**src/design/hap_pkg.sv**
```systemverilog
// Shared types and constants for the HTTP alarm request parser.
`timescale 1ns / 1ps

package hap_pkg;

	// Time limits for a valid alarm setting
	localparam logic [7:0] ABSENT           = 8'd255;
	localparam logic [7:0] HOURS_PER_DAY    = 8'd24;
	localparam logic [7:0] MINUTES_PER_HOUR = 8'd60;

	// Verdict codes
	typedef enum logic [1:0] {
		RESP_ERROR = 2'd0,
		RESP_OK    = 2'd1,
		RESP_PAGE  = 2'd2
	} resp_t;

	// Parser positions
	typedef enum logic [6:0] {
		POS_IDLE   = 7'd0,
		POS_LF     = 7'd20,
		POS_BLANK  = 7'd21,
		POS_H      = 7'd30,
		POS_H_EQ   = 7'd31,
		POS_H_D1   = 7'd32,
		POS_H_D2   = 7'd33,
		POS_M      = 7'd40,
		POS_M_EQ   = 7'd41,
		POS_M_D1   = 7'd42,
		POS_M_D2   = 7'd43,
		POS_G      = 7'd50,
		POS_GE     = 7'd51,
		POS_GET    = 7'd52,
		POS_P      = 7'd60,
		POS_PO     = 7'd61,
		POS_POS    = 7'd62,
		POS_POST   = 7'd63,
		POS_O      = 7'd70,
		POS_OF     = 7'd71,
		POS_OFF    = 7'd72
	} pos_t;

	// What one request has carried so far
	typedef struct packed {
		logic       saw_get;
		logic       saw_post;
		logic       saw_off;
		logic [7:0] hour;
		logic [7:0] minute;
	} req_t;

endpackage

```
**src/design/hap_scan.sv**
```systemverilog
// Byte scanner: parser position and per-request registers.
`timescale 1ns / 1ps

module hap_scan (
	input  logic            clk,
	input  logic            arst_n,
	input  logic            fire,
	input  logic            kind,
	input  logic [7:0]      data_byte,
	output hap_pkg::req_t   req,
	output logic            done
);

	localparam logic [7:0] CH_NL = 8'h0A;
	localparam logic [7:0] CH_CR = 8'h0D;
	localparam logic [7:0] CH_FF = 8'hFF;
	localparam logic [7:0] CH_0  = 8'h30;
	localparam logic [7:0] CH_9  = 8'h39;
	localparam logic [7:0] CH_EQ = 8'h3D;
	localparam logic [7:0] CH_UE = 8'h45;
	localparam logic [7:0] CH_UG = 8'h47;
	localparam logic [7:0] CH_UO = 8'h4F;
	localparam logic [7:0] CH_UP = 8'h50;
	localparam logic [7:0] CH_US = 8'h53;
	localparam logic [7:0] CH_UT = 8'h54;
	localparam logic [7:0] CH_F  = 8'h66;
	localparam logic [7:0] CH_H  = 8'h68;
	localparam logic [7:0] CH_M  = 8'h6D;
	localparam logic [7:0] CH_O  = 8'h6F;

	hap_pkg::pos_t pos_q;
	hap_pkg::pos_t pos_nxt;
	hap_pkg::req_t req_q;
	logic          skip;
	logic          digit;
	logic [7:0]    dval;
	logic [7:0]    hour_x10;
	logic [7:0]    minute_x10;

	assign skip  = (data_byte == CH_FF) || (data_byte == CH_CR);
	assign digit = (data_byte >= CH_0) && (data_byte <= CH_9);
	assign dval  = data_byte - CH_0;
	assign hour_x10   = {req_q.hour[4:0], 3'b000} + {req_q.hour[6:0], 1'b0};
	assign minute_x10 = {req_q.minute[4:0], 3'b000} + {req_q.minute[6:0], 1'b0};

	// Step the position on one request byte
	always_comb begin
		pos_nxt = hap_pkg::POS_IDLE;
		if (data_byte == CH_NL) begin
			pos_nxt = (pos_q == hap_pkg::POS_LF) ? hap_pkg::POS_BLANK : hap_pkg::POS_LF;
		end else if (data_byte == CH_H) begin
			pos_nxt = hap_pkg::POS_H;
		end else if (data_byte == CH_EQ && pos_q == hap_pkg::POS_H) begin
			pos_nxt = hap_pkg::POS_H_EQ;
		end else if (data_byte == CH_M) begin
			pos_nxt = hap_pkg::POS_M;
		end else if (data_byte == CH_EQ && pos_q == hap_pkg::POS_M) begin
			pos_nxt = hap_pkg::POS_M_EQ;
		end else if (data_byte == CH_UG && pos_q == hap_pkg::POS_IDLE) begin
			pos_nxt = hap_pkg::POS_G;
		end else if (data_byte == CH_UE && pos_q == hap_pkg::POS_G) begin
			pos_nxt = hap_pkg::POS_GE;
		end else if (data_byte == CH_UT && pos_q == hap_pkg::POS_GE) begin
			pos_nxt = hap_pkg::POS_GET;
		end else if (data_byte == CH_UP && pos_q == hap_pkg::POS_IDLE) begin
			pos_nxt = hap_pkg::POS_P;
		end else if (data_byte == CH_UO && pos_q == hap_pkg::POS_P) begin
			pos_nxt = hap_pkg::POS_PO;
		end else if (data_byte == CH_US && pos_q == hap_pkg::POS_PO) begin
			pos_nxt = hap_pkg::POS_POS;
		end else if (data_byte == CH_UT && pos_q == hap_pkg::POS_POS) begin
			pos_nxt = hap_pkg::POS_POST;
		end else if (data_byte == CH_O) begin
			pos_nxt = hap_pkg::POS_O;
		end else if (data_byte == CH_F && pos_q == hap_pkg::POS_O) begin
			pos_nxt = hap_pkg::POS_OF;
		end else if (data_byte == CH_F && pos_q == hap_pkg::POS_OF) begin
			pos_nxt = hap_pkg::POS_OFF;
		end else if (digit) begin
			case (pos_q)
				hap_pkg::POS_H_EQ: pos_nxt = hap_pkg::POS_H_D1;
				hap_pkg::POS_H_D1: pos_nxt = hap_pkg::POS_H_D2;
				hap_pkg::POS_M_EQ: pos_nxt = hap_pkg::POS_M_D1;
				hap_pkg::POS_M_D1: pos_nxt = hap_pkg::POS_M_D2;
				default:           pos_nxt = hap_pkg::POS_IDLE;
			endcase
		end
	end

	// A request ends on a connection-end word or a blank line
	assign done = kind || (!skip && pos_nxt == hap_pkg::POS_BLANK);
	assign req  = req_q;

	// Update or clear the per-request registers
	always_ff @(posedge clk or negedge arst_n) begin
		if (!arst_n) begin
			pos_q          <= hap_pkg::POS_IDLE;
			req_q.saw_get  <= 1'b0;
			req_q.saw_post <= 1'b0;
			req_q.saw_off  <= 1'b0;
			req_q.hour     <= hap_pkg::ABSENT;
			req_q.minute   <= hap_pkg::ABSENT;
		end else if (fire) begin
			if (done) begin
				pos_q          <= hap_pkg::POS_IDLE;
				req_q.saw_get  <= 1'b0;
				req_q.saw_post <= 1'b0;
				req_q.saw_off  <= 1'b0;
				req_q.hour     <= hap_pkg::ABSENT;
				req_q.minute   <= hap_pkg::ABSENT;
			end else if (!skip) begin
				pos_q <= pos_nxt;
				case (pos_nxt)
					hap_pkg::POS_H_D1: req_q.hour     <= dval;
					hap_pkg::POS_H_D2: req_q.hour     <= hour_x10 + dval;
					hap_pkg::POS_M_D1: req_q.minute   <= dval;
					hap_pkg::POS_M_D2: req_q.minute   <= minute_x10 + dval;
					hap_pkg::POS_GET:  req_q.saw_get  <= 1'b1;
					hap_pkg::POS_POST: req_q.saw_post <= 1'b1;
					hap_pkg::POS_OFF:  req_q.saw_off  <= 1'b1;
					default: begin
					end
				endcase
			end
		end
	end

endmodule

```
**src/design/hap_verdict.sv**
```systemverilog
// Verdict logic and the stored alarm setting.
`timescale 1ns / 1ps

module hap_verdict (
	input  logic            clk,
	input  logic            arst_n,
	input  logic            commit,
	input  hap_pkg::req_t   req,
	output hap_pkg::resp_t  response,
	output logic            alarm_enabled,
	output logic [4:0]      alarm_hour_out,
	output logic [5:0]      alarm_minute_out
);

	logic       alarm_on_q;
	logic [4:0] alarm_hour_q;
	logic [5:0] alarm_minute_q;
	logic       time_ok;

	assign time_ok = (req.hour < hap_pkg::HOURS_PER_DAY) &&
	                 (req.minute < hap_pkg::MINUTES_PER_HOUR);

	// Decide the verdict and the alarm setting it leaves behind
	always_comb begin
		response         = hap_pkg::RESP_ERROR;
		alarm_enabled    = alarm_on_q;
		alarm_hour_out   = alarm_hour_q;
		alarm_minute_out = alarm_minute_q;
		if (req.saw_post != req.saw_get) begin
			if (!req.saw_post) begin
				response = hap_pkg::RESP_PAGE;
			end else if (time_ok != req.saw_off) begin
				response = hap_pkg::RESP_OK;
				if (time_ok) begin
					alarm_enabled    = 1'b1;
					alarm_hour_out   = req.hour[4:0];
					alarm_minute_out = req.minute[5:0];
				end else begin
					alarm_enabled = 1'b0;
				end
			end
		end
	end

	// Store the alarm when a request ends
	always_ff @(posedge clk or negedge arst_n) begin
		if (!arst_n) begin
			alarm_on_q     <= 1'b0;
			alarm_hour_q   <= '0;
			alarm_minute_q <= '0;
		end else if (commit) begin
			alarm_on_q     <= alarm_enabled;
			alarm_hour_q   <= alarm_hour_out;
			alarm_minute_q <= alarm_minute_out;
		end
	end

endmodule

```
**src/design/http_alarm_request_parser_top.sv**
```systemverilog
// Top level of the HTTP alarm request parser.
`timescale 1ns / 1ps

// Takes one request word per cycle when in_stall is low (a byte, or a
// connection-end mark when kind is 1) and gives one verdict word per finished
// request: error, ok or settings page, with the stored alarm enable, hour and
// minute after that request. A word goes into an input register and is scanned
// from there; when it ends a request, its verdict is loaded into the output
// register as it is scanned and sits there from then on. With out_stall low a
// new word is taken every cycle. A verdict that is held back by out_stall holds
// the input register only when the next scanned word also ends a request. The
// alarm resets to off, 00:00.
module http_alarm_request_parser_top (
	input  logic       clk,
	input  logic       arst_n,
	input  logic       in_valid,
	output logic       in_stall,
	input  logic       kind,
	input  logic [7:0] data_byte,
	output logic       out_valid,
	input  logic       out_stall,
	output logic [1:0] response,
	output logic       alarm_enabled,
	output logic [4:0] alarm_hour_out,
	output logic [5:0] alarm_minute_out
);

	logic           valid_s1;
	logic           kind_s1;
	logic [7:0]     byte_s1;
	logic           fire_s1;
	logic           done_s1;
	logic           out_valid_q;
	logic [1:0]     response_q;
	logic           enabled_q;
	logic [4:0]     hour_q;
	logic [5:0]     minute_q;
	hap_pkg::req_t  req;
	hap_pkg::resp_t resp_nxt;
	logic           enabled_nxt;
	logic [4:0]     hour_nxt;
	logic [5:0]     minute_nxt;

	// Scan the held word unless its verdict has nowhere to go
	assign fire_s1  = valid_s1 && (!done_s1 || !out_valid_q || !out_stall);
	assign in_stall = valid_s1 && !fire_s1;

	// Input register
	always_ff @(posedge clk or negedge arst_n) begin
		if (!arst_n) begin
			valid_s1 <= 1'b0;
		end else if (in_valid && !in_stall) begin
			valid_s1 <= 1'b1;
		end else if (fire_s1) begin
			valid_s1 <= 1'b0;
		end
	end

	always_ff @(posedge clk) begin
		if (in_valid && !in_stall) begin
			kind_s1 <= kind;
			byte_s1 <= data_byte;
		end
	end

	hap_scan u_scan (
		.clk       (clk),
		.arst_n    (arst_n),
		.fire      (fire_s1),
		.kind      (kind_s1),
		.data_byte (byte_s1),
		.req       (req),
		.done      (done_s1)
	);

	hap_verdict u_verdict (
		.clk              (clk),
		.arst_n           (arst_n),
		.commit           (fire_s1 && done_s1),
		.req              (req),
		.response         (resp_nxt),
		.alarm_enabled    (enabled_nxt),
		.alarm_hour_out   (hour_nxt),
		.alarm_minute_out (minute_nxt)
	);

	// Output register: load a verdict, drop it once taken
	always_ff @(posedge clk or negedge arst_n) begin
		if (!arst_n) begin
			out_valid_q <= 1'b0;
		end else if (fire_s1 && done_s1) begin
			out_valid_q <= 1'b1;
		end else if (!out_stall) begin
			out_valid_q <= 1'b0;
		end
	end

	always_ff @(posedge clk) begin
		if (fire_s1 && done_s1) begin
			response_q <= resp_nxt;
			enabled_q  <= enabled_nxt;
			hour_q     <= hour_nxt;
			minute_q   <= minute_nxt;
		end
	end

	assign out_valid        = out_valid_q;
	assign response         = response_q;
	assign alarm_enabled    = enabled_q;
	assign alarm_hour_out   = hour_q;
	assign alarm_minute_out = minute_q;

	// A held word is never lost while it waits
	assert property (@(posedge clk) disable iff (!arst_n)
		valid_s1 && !fire_s1 |=> valid_s1)
		else $error("held word dropped");

	// Stall only with a word in the input register
	assert property (@(posedge clk) disable iff (!arst_n)
		in_stall |-> valid_s1 && done_s1 && out_valid_q)
		else $error("input stalled without cause");

	// A verdict code is always one of the three defined ones
	assert property (@(posedge clk) disable iff (!arst_n)
		out_valid_q |-> (response_q == hap_pkg::RESP_ERROR ||
		                 response_q == hap_pkg::RESP_OK ||
		                 response_q == hap_pkg::RESP_PAGE))
		else $error("bad verdict code");

	// The stored alarm is always a real time of day
	assert property (@(posedge clk) disable iff (!arst_n)
		out_valid_q |-> hour_q < 5'd24 && minute_q < 6'd60)
		else $error("alarm time out of range");

	// An ok verdict with a valid time reports the alarm on
	assert property (@(posedge clk) disable iff (!arst_n)
		fire_s1 && done_s1 && resp_nxt == hap_pkg::RESP_OK && !req.saw_off
		|=> enabled_q)
		else $error("alarm not enabled after setting a time");

endmodule
```
**config.mk**
```make
export PLATFORM = sky130hd
export DESIGN_NAME = http_alarm_request_parser_top
export DESIGN_NICKNAME = d
export VERILOG_FILES = /design/src/design/hap_pkg.sv /design/src/design/hap_scan.sv /design/src/design/hap_verdict.sv /design/src/design/http_alarm_request_parser_top.sv
export SDC_FILE = /design/constraint.sdc
export NUM_CORES = 1
export LEC_CHECK = 0
export BUFFER_PORTS_ARGS = -buffer_cell sky130_fd_sc_hd__buf_2
export CELL_PAD_IN_SITES_DETAIL_PLACEMENT = 0
export CELL_PAD_IN_SITES_GLOBAL_PLACEMENT = 1
export CORE_ASPECT_RATIO = 1.1
export CORE_MARGIN = 2
export CORE_UTILIZATION = 54
export CTS_BUF_LIST = sky130_fd_sc_hd__clkbuf_2
export DETAILED_ROUTE_END_ITERATION = 12
export GPL_TIMING_DRIVEN = 0
export PLACE_DENSITY_LB_ADDON = 0.1
export SYNTH_ARGS = -nofsm -noshare
export SYNTH_HDL_FRONTEND = slang
export SYNTH_SLANG_ARGS = --single-unit
```
**constraint.sdc**
```tcl
create_clock -name clk -period 7.05 [get_ports clk]
set_input_delay 1.0575 -clock clk [delete_from_list [all_inputs] [get_ports clk]]
set_output_delay 1.0575 -clock clk [all_outputs]
set_load 0.03 [all_outputs]
```
==> out/results.tsv <==
stage	metric	value	unit
detailed_routing	wl_per_cell	18.0	um
synthesis	synthTopCellsByArea	edfxtp_1, dfrtp_1, dfstp_2	
pwr	combPwrFrac	18.7	%
sta	rsz0062_at_grt	false	
pwr	ir_drop	0.0918	mV
sta	setup_slack	2.91	ns
worst_hold_path	hold_end	out_valid	
synthesis	synth_nets	431	
setup_path	cp_cell_sequence	inv_1 > ha_1 > nor3b_1 > a41o_1 > buf_1 > nand3_1 > inv_1 > buf_2	
setup_path	end_kind	output port	
sta	fin_worst_skew	0.0492	ns
placement	hpwl	7210	um
floorplanning	start_util	55.6	%
finish	diodes	0	
finish	finalInstanceArea	4530	um2
detailed_routing	drc_errors	0	
pwr	intPower	0.536	mW
setup_path	critPathMaxStageDelay	0.58	ns
finish	syn_to_final_growth	9.06	%
clock_network	cts_tree	yes	
clock_network	clk_pin_slew	0.16	ns
clock_network	post-cts-setup-buffers	0	
floorplanning	core_area	7470	um2
finish	nNetsFinal	470	
synthesis	yosysTopAreaCellShare	16.6	%
setup_path	cp.arrival	3.08	ns
synthesis	syn-instance-count	389	
clock_network	clockBufferDepth	2	
detailed_routing	drt_iter0_drc	128	
setup_path	worstSetupStartpointType	flop	
floorplanning	io_pins	29	
clock_network	root_buffer	clkbuf_2	
placement	globalplace.congestion	1.03	
clock_network	htree_levels	3	
outcome	outcome	completed	
pwr	seqPwrFrac	53.2	%
setup_path	reg2reg_from	byte_s1[4]	
clock_network	cts.sink_count	63	
global_route	grt_max_degree	41	
global_route	antenna_found_initial	0	
sta	max_slew_margin	37.1	%
pwr	power_switching_share	30.3	%
placement	io_buffers	28	
synthesis	ys_top_cells_by_count	inv_1, nor2_1, dfrtp_1, edfxtp_1, mux2_2	
global_route	grt.overflow.total	0	
global_route	grt_pass1_vias	3050	
detailed_routing	via_per_inst	5.76	
sta	drv_slew	0	
global_route	gr-usage-all-layers	25.0	%
clock_network	ctsResizeCount	0	
sta	period_share	58.7	%
sta	setup_viol	0	
synthesis	ys_types	68	
synthesis	seq_area_frac_synth	41.2	%
sta	fmax	242	MHz
synthesis	synth_area	4160	um2
placement	post-place-ws	3.45	ns
setup_path	reg2reg_to	u_verdict.alarm_on_q	
floorplanning	dieArea	8410	um2
synthesis	synth_top_area_cell	edfxtp_1	
worst_hold_path	whs_path_depth	2	
sta	worst_pin_slew	0.943	ns
setup_path	required	5.99	ns
synthesis	async_flop_share	63.5	%
pwr	clkPwrFrac	28.2	%
setup_path	worstRegToRegCells	8	
clock_network	cts_hold_buf	0	
global_route	grt_pass1_wl	15800	um
setup_path	crit_top_cell	inv_1	
setup_path	worst_path_max_delay_cell	edfxtp_1	
synthesis	yosys_warnings	0	
detailed_routing	first_pass_iters	4	
pwr	p_leak	1.97	nW
sta	hold_viol_final	0	
sta	period_minus_slack	4.14	ns
worst_hold_path	hp-class	flop to flop	
finish	drive_above_1_share	25.9	%
clock_network	cts_buffers	9	
setup_path	cp_max_fo	10	
finish	post-route-util	60.6	%
floorplanning	die_y	96	um
worst_hold_path	min-delay-start	out_valid	
sta	setup_tns	0	ns
floorplanning	rows	33	
pwr	p_switching	0.234	mW
synthesis	synth-seq-cells	63	
setup_path	reg2reg_slack	3.71	ns
detailed_routing	routed_wl	9690	um
job	max_cap_violations	0	
detailed_routing	ant_nets	0	
synthesis	syn_area_per_cell	10.7	um2
setup_path	path_class	flop to output port	
floorplanning	die_x	87.6	um
clock_network	clock_latency	0.52	ns
detailed_routing	vias	3098	
synthesis	synthFlopType	dfrtp_1	
synthesis	synth_edf_count	23	
pwr	p_per_area	170	nW/um2
placement	placed_area	4430	um2
cell usage in the layout, fill, tap and decap left out, drive strengths merged, types with 12 or more instances in the layout:
cell,count
nor2,30
dfrtp,24
buf,42
a21oi,19
nand2,20
nand3,14
inv,29
dfstp,16
edfxtp,23
mux2,26
xnor2,12
nor3,12
ha,19
how the worst max path moves through the flow:
stage,slack (ns),from,endpoint,depth (start not counted)
after floorplan,3.97,byte_s1[4],in_stall,7
after global placement,3.45,byte_s1[4],in_stall,8
after detailed placement,3.45,byte_s1[4],in_stall,8
after CTS,2.89,byte_s1[4],in_stall,8
after global routing,2.62,byte_s1[4],in_stall,8
final,2.91,byte_s1[4],in_stall,8
state kept, by name (all words and copies together) (netlist names):
signal and count:
u_verdict.alarm_minute_q 6, alarm_enabled 1, byte_s1 8, out_valid 1
kind_s1 1, alarm_minute_out 6, u_scan.req 19, response 2
valid_s1 1, alarm_hour_out 5, u_verdict.alarm_on_q 1, u_scan.pos_q 7
u_verdict.alarm_hour_q 5
stage by stage:
| step | cells | total power, mW | hold WS, ns |
|---|---|---|---|
| 2_1_floorplan | 389 | 0.517 | 0.462 |
| 3_3_place_gp | 522 | 0.557 | 0.467 |
| 3_5_place_dp | 522 | 0.559 | 0.477 |
| 4_1_cts | 538 | 0.775 | 0.515 |
| 5_1_grt | 538 | 0.810 | 0.537 |
| 6_report | 538 | 0.770 | 0.507 |
layer usage:
layer  share of wire [%]  vias to the layer above  global-route usage, %
met5                   0                        -                      0
li1                    -                     1502                      -
met2                  49                       74                   41.0
met4                 2.9                        0                   10.6
met1                  45                     1502                   32.6
met3                 3.5                       20                   4.20
layout make-up:
cell class / count / area (um2)
Sequential cell: 63 / 1710
Timing Repair Buffer: 28 / 140
Inverter: 29 / 109
Clock inverter: 5 / 50.0
Clock buffer: 11 / 55.1
Tap cell: 105 / 131
Multi-Input combinational cell: 283 / 2260
Buffer: 14 / 77.6
Fill cell: 646 / 2940
logic make-up after synthesis:
group,count (synthesis),synth area share [%]
and+or+nand+nor,132,19.0
AOI/OAI and AO/OA,73,12.5
DFF,63,41.2
buffers and inverters,43,4.49
muxes,32,8.67
adders and majority gates,29,10.5
xor gates and xnor gates,17,3.58
worst max-delay path: cells and delay by family (launching register included):
family	cells	cell delay, ns
buffers and inverters	4	0.91
DFF	1	0.58
and+or+nand+nor	2	0.53
AOI/OAI and AO/OA	1	0.31
adders and majority gates	1	0.27
power groups by stage:
stage	Sequential, mW	Clock [mW]	Combinational (mW)
floorplan	0.423	0	0.0939
detailed placement	0.416	0	0.143
global placement	0.416	0	0.141
finish	0.409	0.217	0.144
global route	0.412	0.238	0.161
CTS	0.409	0.222	0.144
No activity file was read; power rests on OpenSTA's default activity.
